==> src/rtl/pfcba_pkg.sv <==
`timescale 1ns / 1ps
`default_nettype none
// ----------------------------------------------------------------------------
// pfcba_pkg
// Shared constants, types and codes of the per-frame chunked bump allocator.
// ----------------------------------------------------------------------------
package pfcba_pkg;

	// sizing
	localparam int FRAME_SLOTS = 2;
	localparam int MAX_CHUNKS  = 8;
	localparam int SIZE_BITS   = 25;

	localparam int SLOT_W      = 1;
	localparam int CHUNK_W     = 3;
	localparam int CNT_W       = CHUNK_W + 1;
	localparam int ENT_W       = SLOT_W + CHUNK_W;
	localparam int NUM_ENTRIES = FRAME_SLOTS * MAX_CHUNKS;

	// field widths
	localparam int FRAME_W = 32;
	localparam int REQ_W   = 24;
	localparam int ALIGN_W = 4;

	// configuration port
	localparam int CFG_IDX_W  = 1;
	localparam int CFG_DATA_W = SIZE_BITS;
	localparam logic [CFG_IDX_W-1:0] CFG_ALIGN_LOG2 = 1'd0;
	localparam logic [CFG_IDX_W-1:0] CFG_DFLT_CHUNK = 1'd1;

	localparam logic [ALIGN_W-1:0]   ALIGN_RST = 4'd4;
	localparam logic [SIZE_BITS-1:0] DFLT_RST  = 25'd65536;

	// controller states
	typedef enum logic [2:0] {
		ST_IDLE = 3'b001,
		ST_PREP = 3'b010,
		ST_SCAN = 3'b100
	} state_t;

	// controller to datapath
	typedef struct packed {
		logic load;     // capture request fields
		logic prep;     // frame recycle and size rounding
		logic advance;  // step cursor past a full chunk
		logic hit;      // bump offset of cursor chunk
		logic append;   // append a new chunk
		logic full;     // report failure
	} cmd_t;

	// datapath to controller
	typedef struct packed {
		logic has_chunk;  // cursor below chunk count
		logic fits;       // request fits in cursor chunk
		logic slot_full;  // slot holds MAX_CHUNKS chunks
	} sts_t;

endpackage : pfcba_pkg
`default_nettype wire

==> src/rtl/pfcba_ctrl.sv <==
`timescale 1ns / 1ps
`default_nettype none
// ----------------------------------------------------------------------------
// pfcba_ctrl
// Sequencer: accepts a request, runs frame recycle, then walks the slot's
// chunks one per cycle until it can commit a hit, an append or a failure.
// ----------------------------------------------------------------------------
module pfcba_ctrl
	import pfcba_pkg::*;
(
	input  wire       clk,
	input  wire       arst_n,
	input  wire       start,
	output logic      busy,
	input  wire sts_t sts,
	output cmd_t      cmd
);

	state_t state_q;
	state_t state_d;

	// next state and commands
	always_comb begin
		state_d     = state_q;
		cmd         = '0;
		case (state_q)
			ST_IDLE: begin
				if (start) begin
					cmd.load = 1'b1;
					state_d  = ST_PREP;
				end
			end
			ST_PREP: begin
				cmd.prep = 1'b1;
				state_d  = ST_SCAN;
			end
			ST_SCAN: begin
				if (!sts.has_chunk) begin
					if (sts.slot_full) begin
						cmd.full = 1'b1;
					end else begin
						cmd.append = 1'b1;
					end
					state_d = ST_IDLE;
				end else if (sts.fits) begin
					cmd.hit = 1'b1;
					state_d = ST_IDLE;
				end else begin
					cmd.advance = 1'b1;
				end
			end
			default: begin
				state_d = ST_IDLE;
			end
		endcase
	end

	always_ff @(posedge clk or negedge arst_n) begin
		if (!arst_n) begin
			state_q <= ST_IDLE;
		end else begin
			state_q <= state_d;
		end
	end

	assign busy = (state_q != ST_IDLE);

	// checks
	a_start_to_prep: assert property (@(posedge clk) disable iff (!arst_n)
		start && !busy |=> state_q == ST_PREP)
		else $error("accepted request did not enter preparation");

	a_one_action: assert property (@(posedge clk) disable iff (!arst_n)
		$onehot0({cmd.advance, cmd.hit, cmd.append, cmd.full}))
		else $error("more than one scan action in a cycle");

	a_commit_in_scan: assert property (@(posedge clk) disable iff (!arst_n)
		(cmd.hit || cmd.append || cmd.full) |=> state_q == ST_IDLE)
		else $error("commit did not return to idle");

endmodule : pfcba_ctrl
`default_nettype wire

==> src/rtl/pfcba_dp.sv <==
`timescale 1ns / 1ps
`default_nettype none
// ----------------------------------------------------------------------------
// pfcba_dp
// Datapath: configuration registers, per-slot cursor and count, chunk
// offset and capacity stores, fit test and registered result.
// ----------------------------------------------------------------------------
module pfcba_dp
	import pfcba_pkg::*;
(
	input  wire                   clk,
	input  wire                   arst_n,
	// configuration writes
	input  wire                   cfg_we,
	input  wire  [CFG_IDX_W-1:0]  cfg_index,
	input  wire  [CFG_DATA_W-1:0] cfg_data,
	// request fields
	input  wire  [FRAME_W-1:0]    frame_number,
	input  wire  [SLOT_W-1:0]     slot_index,
	input  wire  [REQ_W-1:0]      request_bytes,
	// control
	input  wire cmd_t             cmd,
	output sts_t                  sts,
	// result
	output logic                  done,
	output logic [CHUNK_W-1:0]    chunk_index,
	output logic [SIZE_BITS-1:0]  byte_offset,
	output logic                  new_chunk,
	output logic [SIZE_BITS-1:0]  new_chunk_bytes,
	output logic                  full_res
);

	// configuration
	logic [ALIGN_W-1:0]   align_log2_q;
	logic [SIZE_BITS-1:0] dflt_chunk_q;

	// request being served
	logic [FRAME_W-1:0]   frame_q;
	logic [SLOT_W-1:0]    slot_q;
	logic [REQ_W-1:0]     req_q;
	logic [SIZE_BITS-1:0] aligned_q;

	// allocator state
	logic [FRAME_W-1:0]   last_frame_q;
	logic                 last_valid_q;
	logic [CNT_W-1:0]     cursor_q [FRAME_SLOTS];
	logic [CNT_W-1:0]     count_q  [FRAME_SLOTS];
	logic [NUM_ENTRIES-1:0] live_q;  // offset written since slot recycle
	logic [SIZE_BITS-1:0] offset_q [NUM_ENTRIES];
	logic [SIZE_BITS-1:0] cap_q    [NUM_ENTRIES];

	logic                 done_q;
	logic [CHUNK_W-1:0]   chunk_index_q;
	logic [SIZE_BITS-1:0] byte_offset_q;
	logic                 new_chunk_q;
	logic [SIZE_BITS-1:0] new_bytes_q;
	logic                 full_res_q;

	logic                 new_frame;
	logic [SIZE_BITS-1:0] align_m1;
	logic [SIZE_BITS-1:0] aligned_d;
	logic [NUM_ENTRIES-1:0] slot_mask;
	logic [CNT_W-1:0]     cur;
	logic [CNT_W-1:0]     cnt;
	logic [ENT_W-1:0]     ent;
	logic [ENT_W-1:0]     ent_new;
	logic [SIZE_BITS-1:0] off_eff;
	logic [SIZE_BITS:0]   off_sum;
	logic [SIZE_BITS-1:0] new_cap;

	// rounding and recycle decision
	always_comb begin
		new_frame = !last_valid_q || (frame_q != last_frame_q);
		align_m1  = (SIZE_BITS'(1) << align_log2_q) - SIZE_BITS'(1);
		aligned_d = (SIZE_BITS'(req_q) + align_m1) & ~align_m1;
		slot_mask = NUM_ENTRIES'({MAX_CHUNKS{1'b1}}) << {slot_q, {CHUNK_W{1'b0}}};
	end

	// cursor chunk lookup and fit test
	always_comb begin
		cur           = cursor_q[slot_q];
		cnt           = count_q[slot_q];
		ent           = {slot_q, cur[CHUNK_W-1:0]};
		ent_new       = {slot_q, cnt[CHUNK_W-1:0]};
		off_eff       = live_q[ent] ? offset_q[ent] : '0;
		off_sum       = {1'b0, off_eff} + {1'b0, aligned_q};
		new_cap       = (aligned_q > dflt_chunk_q) ? aligned_q : dflt_chunk_q;
		sts.has_chunk = (cur < cnt);
		sts.fits      = (off_sum <= {1'b0, cap_q[ent]});
		sts.slot_full = (cnt >= CNT_W'(MAX_CHUNKS));
	end

	// configuration registers
	always_ff @(posedge clk or negedge arst_n) begin
		if (!arst_n) begin
			align_log2_q <= ALIGN_RST;
			dflt_chunk_q <= DFLT_RST;
		end else if (cfg_we) begin
			case (cfg_index)
				CFG_ALIGN_LOG2: align_log2_q <= cfg_data[ALIGN_W-1:0];
				CFG_DFLT_CHUNK: dflt_chunk_q <= cfg_data;
				default: ;
			endcase
		end
	end

	// control state: frame tracking, cursors, counts, live bits, strobe
	always_ff @(posedge clk or negedge arst_n) begin
		if (!arst_n) begin
			last_frame_q <= '0;
			last_valid_q <= 1'b0;
			for (int s = 0; s < FRAME_SLOTS; s++) begin
				cursor_q[s] <= '0;
				count_q[s]  <= '0;
			end
			live_q <= '0;
			done_q <= 1'b0;
		end else begin
			done_q <= cmd.hit || cmd.append || cmd.full;
			if (cmd.prep && new_frame) begin
				last_frame_q     <= frame_q;
				last_valid_q     <= 1'b1;
				cursor_q[slot_q] <= '0;
				live_q           <= live_q & ~slot_mask;
			end
			if (cmd.advance) begin
				cursor_q[slot_q] <= cur + CNT_W'(1);
			end
			if (cmd.hit) begin
				live_q[ent] <= 1'b1;
			end
			if (cmd.append) begin
				live_q[ent_new]  <= 1'b1;
				cursor_q[slot_q] <= cnt;
				count_q[slot_q]  <= cnt + CNT_W'(1);
			end
		end
	end

	// payload: request capture, chunk stores, result fields
	always_ff @(posedge clk) begin
		if (cmd.load) begin
			frame_q <= frame_number;
			slot_q  <= slot_index;
			req_q   <= request_bytes;
		end
		if (cmd.prep) begin
			aligned_q <= aligned_d;
		end
		if (cmd.hit) begin
			offset_q[ent]   <= off_sum[SIZE_BITS-1:0];
			chunk_index_q   <= cur[CHUNK_W-1:0];
			byte_offset_q   <= off_eff;
			new_chunk_q     <= 1'b0;
			new_bytes_q     <= '0;
			full_res_q      <= 1'b0;
		end
		if (cmd.append) begin
			offset_q[ent_new] <= aligned_q;
			cap_q[ent_new]    <= new_cap;
			chunk_index_q     <= cnt[CHUNK_W-1:0];
			byte_offset_q     <= '0;
			new_chunk_q       <= 1'b1;
			new_bytes_q       <= new_cap;
			full_res_q        <= 1'b0;
		end
		if (cmd.full) begin
			chunk_index_q <= '0;
			byte_offset_q <= '0;
			new_chunk_q   <= 1'b0;
			new_bytes_q   <= '0;
			full_res_q    <= 1'b1;
		end
	end

	assign done            = done_q;
	assign chunk_index     = chunk_index_q;
	assign byte_offset     = byte_offset_q;
	assign new_chunk       = new_chunk_q;
	assign new_chunk_bytes = new_bytes_q;
	assign full_res        = full_res_q;

	// checks
	a_count_bound: assert property (@(posedge clk) disable iff (!arst_n)
		count_q[0] <= CNT_W'(MAX_CHUNKS) && count_q[1] <= CNT_W'(MAX_CHUNKS))
		else $error("chunk count beyond slot capacity");

	a_cursor_bound: assert property (@(posedge clk) disable iff (!arst_n)
		cursor_q[0] <= count_q[0] && cursor_q[1] <= count_q[1])
		else $error("cursor past chunk count");

	a_result_kind: assert property (@(posedge clk) disable iff (!arst_n)
		done_q |-> !(new_chunk_q && full_res_q))
		else $error("result flags both append and failure");

	a_append_grows: assert property (@(posedge clk) disable iff (!arst_n)
		cmd.append |=> count_q[$past(slot_q)] == $past(cnt) + CNT_W'(1))
		else $error("append did not grow the slot");

endmodule : pfcba_dp
`default_nettype wire

==> src/rtl/per_frame_chunked_bump_allocator.sv <==
`timescale 1ns / 1ps
`default_nettype none
// ----------------------------------------------------------------------------
// per_frame_chunked_bump_allocator
// Bump allocator over up to MAX_CHUNKS chunks per frame-in-flight slot, with
// per-frame recycling of offsets and chunk append on overflow.
// ----------------------------------------------------------------------------
// Channel   | Handshake           | Payload
// ----------+---------------------+-----------------------------------------
// request   | start / busy        | frame_number, slot_index, request_bytes
// result    | done (one cycle)    | chunk_index, byte_offset, new_chunk,
//           |                     | new_chunk_bytes, full_res
// config    | cfg_valid/cfg_ready | cfg_index, cfg_data
//
// From acceptance, a request passes the PREP state and then the SCAN state, which
// steps over k chunks from the slot's cursor (0..8) before the done strobe.
// PREP does frame recycle and size rounding; the scan then tests one
// chunk a cycle through the single offset/capacity lookup at the cursor.
// busy is low again in the cycle the result is shown, so the next request
// may be taken then. Reset clears cursors, counts and frame tracking at once;
// the result receiver cannot stall.
// ----------------------------------------------------------------------------
module per_frame_chunked_bump_allocator
	import pfcba_pkg::*;
(
	input  wire                   clk,
	input  wire                   arst_n,
	// request
	input  wire                   start,
	output logic                  busy,
	input  wire  [FRAME_W-1:0]    frame_number,
	input  wire  [SLOT_W-1:0]     slot_index,
	input  wire  [REQ_W-1:0]      request_bytes,
	// result
	output logic                  done,
	output logic [CHUNK_W-1:0]    chunk_index,
	output logic [SIZE_BITS-1:0]  byte_offset,
	output logic                  new_chunk,
	output logic [SIZE_BITS-1:0]  new_chunk_bytes,
	output logic                  full_res,
	// configuration
	input  wire                   cfg_valid,
	output logic                  cfg_ready,
	input  wire  [CFG_IDX_W-1:0]  cfg_index,
	input  wire  [CFG_DATA_W-1:0] cfg_data
);

	cmd_t cmd;
	sts_t sts;

	// configuration writes are always taken
	assign cfg_ready = 1'b1;

	pfcba_ctrl u_ctrl (
		.clk    (clk),
		.arst_n (arst_n),
		.start  (start),
		.busy   (busy),
		.sts    (sts),
		.cmd    (cmd)
	);

	pfcba_dp u_dp (
		.clk             (clk),
		.arst_n          (arst_n),
		.cfg_we          (cfg_valid && cfg_ready),
		.cfg_index       (cfg_index),
		.cfg_data        (cfg_data),
		.frame_number    (frame_number),
		.slot_index      (slot_index),
		.request_bytes   (request_bytes),
		.cmd             (cmd),
		.sts             (sts),
		.done            (done),
		.chunk_index     (chunk_index),
		.byte_offset     (byte_offset),
		.new_chunk       (new_chunk),
		.new_chunk_bytes (new_chunk_bytes),
		.full_res        (full_res)
	);

endmodule : per_frame_chunked_bump_allocator
`default_nettype wire
==> config.mk <==
export PLATFORM = sky130hd
export DESIGN_NAME = per_frame_chunked_bump_allocator
export DESIGN_NICKNAME = d
export VERILOG_FILES = /design/src/rtl/pfcba_pkg.sv /design/src/rtl/pfcba_ctrl.sv /design/src/rtl/pfcba_dp.sv /design/src/rtl/per_frame_chunked_bump_allocator.sv
export SDC_FILE = /design/constraint.sdc
export NUM_CORES = 1
export LEC_CHECK = 0
export ABC_AREA = 1
export BUFFER_PORTS_ARGS = -buffer_cell sky130_fd_sc_hd__buf_2
export CAP_MARGIN = 20
export CORE_AREA = 5 5 270 325
export CTS_BUF_LIST = sky130_fd_sc_hd__clkbuf_8
export CTS_CLUSTER_DIAMETER = 60
export DETAILED_ROUTE_END_ITERATION = 12
export DIE_AREA = 0 0 275 330
export GPL_ROUTABILITY_DRIVEN = 0
export PLACE_DENSITY_LB_ADDON = 0.25
export SYNTH_ARGS = -nofsm -noshare
export SYNTH_HDL_FRONTEND = slang
export SYNTH_SLANG_ARGS = --single-unit
==> constraint.sdc <==
create_clock -name clk -period 13.73 [get_ports clk]
set_input_delay 0 -clock clk [delete_from_list [all_inputs] [get_ports clk]]
set_output_delay 0 -clock clk [all_outputs]
set_load 0.005 [all_outputs]
Word level (Yosys, flattened, before mapping) --
Memory sizes are Yosys's and may differ from the RTL's. Cells that the tools add are included.
Word-level totals: input port bits 87, bits in registers 235, logic and storage cells 123, output and inout port bits 58, memory bits (writable) 800, memories kept 2
Memory list:
- u_dp.cap_q | words 16, width 25, read ports 1, clocked after memory_dff 0, write ports 1, RTL line pfcba_dp.sv:50 | logic [SIZE_BITS-1:0] cap_q [NUM_ENTRIES];
- u_dp.offset_q | words 16, width 25, read ports 1, clocked after memory_dff 0, write ports 1, RTL line pfcba_dp.sv:49 | logic [SIZE_BITS-1:0] offset_q [NUM_ENTRIES];
Cells by class: magnitude comparators 10, multiplexer cells 53, add/subtract/negate cells 5, bitwise gates (word level) 10, reduce and logical (&&, ||, !) cells 14, equality and inequality tests 7, shift operators 2
Operators by type and width (number):
- 25-bit 2-to-1 mux | 5
- 16-bit 2-to-1 mux | 3
- 4-bit 2-to-1 mux | 9
- 32-bit inequality test | 1
- 16-bit OR | 2
- 25-bit by 25-bit adder with 26-bit output | 1
- 26-bit by 25-bit less-or-equal comparator with 1-bit output | 1
- 24-bit by 25-bit adder with 25-bit output | 1
- 25-bit bitwise AND | 1
- 25-bit > comparator | 1
- 25-bit NOT | 1
- 25-bit OR reduction | 1
- 1-bit by 4-bit left shift with 25-bit output (first input constant) | 1
- 25-bit by 2-bit subtractor with 25-bit output (second input constant) | 1
- 8-bit bitwise mux | 3
- 8-bit 2-to-1 mux | 3
- 1-bit 2-to-1 mux | 18
- 16-bit bitwise AND | 1
- 16-bit NOT | 1
- 8-bit by 4-bit left shift with 16-bit output (first input constant) | 1
- 3-bit 2-to-1 mux | 5
- 4-bit by 5-bit < comparator with 1-bit output (second input constant) | 2
- 3-bit one-hot mux with 3 select lines | 1
- 4-bit by 1-bit adder with 4-bit output (second input constant) | 2
- other kinds (25) | 35

Depth between registers and ports, before layout --
depth in word-level cells 16, depth in mapped cells 41

By module --
From an unflattened synthesis, not the netlist that was laid out.
Second synthesis, totals: cell total of the unflattened synthesis 5396, area total of the unflattened synthesis 50270.7 um2
By module, submodules not included:
- pfcba_dp | sequential area each 29966.2 um2, area an instance 50061.8 um2, times used 1, cells each 5367
- pfcba_ctrl | sequential area each 76.3 um2, area an instance 197.7 um2, times used 1, cells each 27
- per_frame_chunked_bump_allocator | sequential area each 0.0 um2, area an instance 11.3 um2, times used 1, cells each 2

Least setup slack after synthesis --
Ideal clock, no wire load.
path type flip-flop to flip-flop, from register u_dp.slot_q, to memory u_dp.offset_q[11][0], enable pin, arrival time 6.005 ns, required time 13.323 ns, clock period less this slack 6.412 ns, slack 7.318 ns, library setup time 0.407 ns, cell stages (with the launch flop) 31, path through edfxtp_1 -> buf_6 -> o21ai_4 -> inv_4 -> buf_4 -> nand3_1 -> a31oi_4 -> nor2_8 -> buf_8 -> nand4_2 -> inv_2 -> ha_1 -> inv_1 -> fa_1 -> o21ai_0 -> a21oi_1 -> o21ai_2 -> a21oi_1 -> o21ai_0 -> xor2_1 -> ha_1 -> nand2_1 -> nor4_1 -> and3_1 -> nand4_1 -> buf_2 -> nand2_2 -> nand2_4 -> nand2_2 -> nand3_1 -> nor2_1
Between the ends: word-level cells in the longest chain between the ends 15, elaborated cells between the ends (all ways) 28, those cells by class add/sub (1); order compare (3); mux (20); bitwise (1); reduce/logical (1); memory (2)
Ends and longest elaborated chain:
- start: declaration | RTL line pfcba_dp.sv:39 | logic [SLOT_W-1:0] slot_q;
- start signal: assignment | RTL line pfcba_dp.sv:144 | slot_q <= slot_index;
- 1-bit NOT with 2-bit output (not written as such) | RTL line pfcba_dp.sv:81 | cur = cursor_q[slot_q];
- 4-bit 2-to-1 mux (not written as such) (3 in series) | RTL line pfcba_dp.sv:81
- 1-bit binary-select mux with 4-bit select | RTL line pfcba_dp.sv:85 | off_eff = live_q[ent] ? offset_q[ent] : '0;
- 1-bit 2-to-1 mux (not written as such) | RTL line pfcba_dp.sv:85
- 25-bit 2-to-1 mux (*) | RTL line pfcba_dp.sv:85
- via u_dp.off_eff[0] | RTL line pfcba_dp.sv:67 | logic [SIZE_BITS-1:0] off_eff;
- 25-bit by 25-bit adder with 26-bit output (*) | RTL line pfcba_dp.sv:86 | off_sum = {1'b0, off_eff} + {1'b0, aligned_q};
- 26-bit by 25-bit less-or-equal comparator with 1-bit output (*) | RTL line pfcba_dp.sv:89 | sts.fits = (off_sum <= {1'b0, cap_q[ent]});
- 1-bit 2-to-1 mux (*) | RTL line pfcba_ctrl.sv:45 | end else if (sts.fits) begin
- 2-bit 2-to-1 mux (*) | RTL line pfcba_ctrl.sv:38 | if (!sts.has_chunk) begin
- 4-bit 2-to-1 mux (*) | RTL line pfcba_ctrl.sv:26 | case (state_q)
- 1-bit 2-to-1 mux (*) | RTL line pfcba_dp.sv:150 | if (cmd.hit) begin
- 1-bit 2-to-1 mux (not written as such) (*) | RTL line pfcba_dp.sv:151 | offset_q[ent] <= off_sum[SIZE_BITS-1:0];
- 1-bit 2-to-1 mux (no source line) (*)
- end: declaration | RTL line pfcba_dp.sv:49
The timed path passes the listed nets; every way through them passes the cells marked *. The select of a mux whose other input is x is not followed.

Worst setup path in the final report --
from register u_dp.slot_q, to memory u_dp.offset_q[3][22], enable pin
Same word-level chain as after synthesis.

==> impl_results.md <==
* Slowest CP cell: buf_4
* Die area at 90800 sq um
* Setup TNS at 0 ns
* Cell area after layout at 52700 sq um
* Final Setup Violations at 0
* Core area at 84200 sq um
* Post CTS Setup Buffer Count at 0
* Layout Utilization at 0.627
* Register area at 30000 sq um
* Sink Count at 1035
* CP arrival at 10.70 ns
* Most frequent cells in the layout: edfxtp_1 (882), nand2_1 (807), nor2_1 (420)
* Htree depth at 4
* Commonest non-fill, non-tap cell in the layout: edfxtp_1
* Post-synth EDFFs at 882
* DRT antenna net count at 0
* Fin. Hold Viols at 0
* HPWL after detailed placement at 78.2 mm
* Area delta synth->final at 15.0%
* Post-CTS Resized at 0
* Fraction of layout cells with a size suffix above 1 at 0.122
* Gr ovfl total at 0
* Row Count at 117
* Worst hold-check path type: in2reg
* First-pass iteration count of the detailed router at 9
* Largest net degree at the start of global routing at 199
* Max-cap violations at 0
* CP Data Required Time at 14.15 ns
* CTS tree: yes
* Setup slack, reg-to-reg at 3.46 ns
* Tightest Pin Transition at 1.15 ns
* First-pass GRT wire length at 197 mm
* Max Freq at 0.0973 GHz
* Synth cell types at 61
* Outcome: completed
* Critical Path Fanout Max at 95
* Share of the yosys chip area belonging to registers at 0.655
* Worst setup path end: u_dp.offset_q[3][22]
* Min Tclk post-route at 10.27 ns
* Synth warnings at 0
* Area of the multi-input gates at 14200 sq um
* Type of origin of the critical path: register
* # IOs at 145
* DR vias at 33.7k
* R2r endpoint: u_dp.offset_q[3][22]
* Final std cells w/o fill at 5742
* Worst slew margin at 0.232
* Crit path launch: u_dp.slot_q
* Critical Path End Type: register
* Fill cells at 6411
* Clk_lat worst skew at 0.83 ns
* Drt drc at 0
* Synth Flop Type: edfxtp_1
* Worst reg2reg path depth at 30
* Placed cell count at 5241
* Die width at 275 um
* Part of the cycle the worst path needs at 0.748
* Iter 0 DRT Violations at 3522
* Worst r2r src: u_dp.slot_q
* IO buf count at 143
* RSZ-0062 raised after global routing: no
* CTS Buf Count at 159
* Die span in y at 330 um
* Fin Hold WS at 0.0653 ns
* Max-slew violation count at 0
* Register bit total from synthesis at 1035
* Starting Density at 0.545
* Area after DPL at 47600 sq um
* Initial antenna violation count at 5
* Avg Cell Area, Syn at 11.1 sq um
* Power per Cell Area at 214 nW/um^2
* Synthesized netlist cell count at 4120
* Ys async rst share at 0.0947
* Clock Skews at 0.0453 ns
* Worst path max stage delay at 0.88 ns
* VDD IR-drop max at 170 uV
* Hold-fix buffers, CTS at 208
* WHS Path Cells at 4
* Syn Std Cell Area at 45900 sq um
* Final WL at 133 mm
* Number of global-route vias before repair at 32.9k
* WS Path Type: reg2reg
* Nets at 4679
* Clock Path Buffers at 3
* Gr usage total at 0.288
* Root Driver: clkbuf_8
* CTS clk-pin slew, worst paths at 0.07 ns
* WL/cell at 23.1 um
* Via density at 5.87
* Cell mode on critical path: nand2_1
* Static leakage at 0.0202 uW
==> kinds of logic after synthesis <==
group / after synthesis / synth area share
other: 2 / 0.000164
buffers and inverters: 435 / 0.0427
xor gates and xnor gates: 58 / 0.0111
AOI/OAI and AO/OA: 786 / 0.103
and+or+nand+nor: 1692 / 0.157
adders and majority gates: 112 / 0.0309
DFF: 1035 / 0.655
==> sequential cells by signal, indices dropped and copies added, names as in the netlist, 3 cells and up <==
register / count
u_ctrl.state_q: 3
u_dp.align_log2_q: 4
u_dp.aligned_q: 25
u_dp.byte_offset: 25
u_dp.cap_q: 400
u_dp.chunk_index: 3
u_dp.count_q: 8
u_dp.cursor_q: 8
u_dp.dflt_chunk_q: 25
u_dp.frame_q: 32
u_dp.last_frame_q: 32
u_dp.live_q: 16
u_dp.new_chunk_bytes: 25
u_dp.offset_q: 400
u_dp.req_q: 24
==> per-stage QoR <==
| stage | total power, uW | setup WS, ns |
|---|---|---|
| 4_1_cts | 11200 | 3.59 |
| 6_report | 11300 | 3.46 |
| 3_3_place_gp | 8640 | 3.76 |
| 3_5_place_dp | 8730 | 3.59 |
| 5_1_grt | 11800 | 2.79 |
| 2_1_floorplan | 7160 | 7.32 |
==> Yosys cell counts (4+ instances only) <==
master / instances / area (sq um)
edfxtp_1: 882 / 26500
nand2_1: 807 / 3030
nor2_1: 447 / 1680
o21ai_0: 352 / 1760
nand3_1: 299 / 1500
a21oi_1: 197 / 986
inv_1: 191 / 717
ha_1: 110 / 1380
buf_2: 95 / 475
dfrtp_1: 95 / 2380
clkbuf_1: 78 / 293
o22ai_1: 77 / 482
dfxtp_1: 55 / 1100
a32o_1: 50 / 500
xor2_1: 37 / 324
nor3_1: 30 / 150
and2_1: 29 / 181
a31oi_1: 28 / 175
a221oi_2: 25 / 375
buf_4: 25 / 188
inv_2: 25 / 93.8
nand4_1: 24 / 150
xnor2_1: 21 / 184
nand4_2: 20 / 250
or2_2: 12 / 75.1
a21o_1: 11 / 82.6
buf_6: 11 / 124
o21a_1: 8 / 60.1
o21ai_1: 7 / 35.0
o211ai_1: 6 / 45.0
o21bai_1: 6 / 45.0
buf_1: 5 / 18.8
nand2_2: 5 / 31.3
o21ai_2: 5 / 43.8
nand3b_1: 4 / 30.0
==> routing by layer <==
layer | GRT usage | share of wire | wire [um] | up-vias
met5 | 0 | 0.000053 | 7 | -
met3 | 0.0527 | 0.081 | 10700 | 469
li1 | - | - | - | 15318
met4 | 0.198 | 0.081 | 10800 | 2
met2 | 0.461 | 0.47 | 61900 | 1691
met1 | 0.359 | 0.37 | 49200 | 16219
==> area by class of cell <==
class                      count  area share
clock buffer                 169      0.0441
tap                         1130      0.0268
clock inverter               120      0.0127
multi-input combinational   2654       0.269
inverter                     218      0.0158
sequential                  1035       0.570
antenna                        4    0.000190
timing repair buffer         412      0.0622
==> worst min-delay path by stage <==
stage	start	slack [ns]	endpoint
2_1_floorplan	arst_n	-0.30	u_ctrl.state_q[1]
3_3_place_gp	arst_n	-0.03	u_dp.last_frame_q[22]
3_5_place_dp	arst_n	-0.03	u_dp.last_frame_q[14]
4_1_cts	cfg_data[3]	0.003	u_dp.dflt_chunk_q[3]
5_1_grt	cfg_data[2]	0.05	u_dp.dflt_chunk_q[2]
6_report	cfg_data[0]	0.07	u_dp.dflt_chunk_q[0]
==> critical path, delay by kind of cell, from the launching register on <==
family / cells / cell delay (ns)
AND/OR/NAND/NOR: 14 / 4.22
adder cells (fa/ha/maj): 3 / 0.88
XOR/XNOR: 1 / 0.15
AO/OA/AOI/OAI: 6 / 1.55
flip-flops: 1 / 0.35
buffers and inverters: 6 / 2.59
==> report_power, final <==
group	internal (uW)	total, uW	switching (uW)
combinational	1260	4450	3190
sequential	4250	4390	140
clock	1210	2430	1220
No activity file was read; power rests on OpenSTA's default activity.
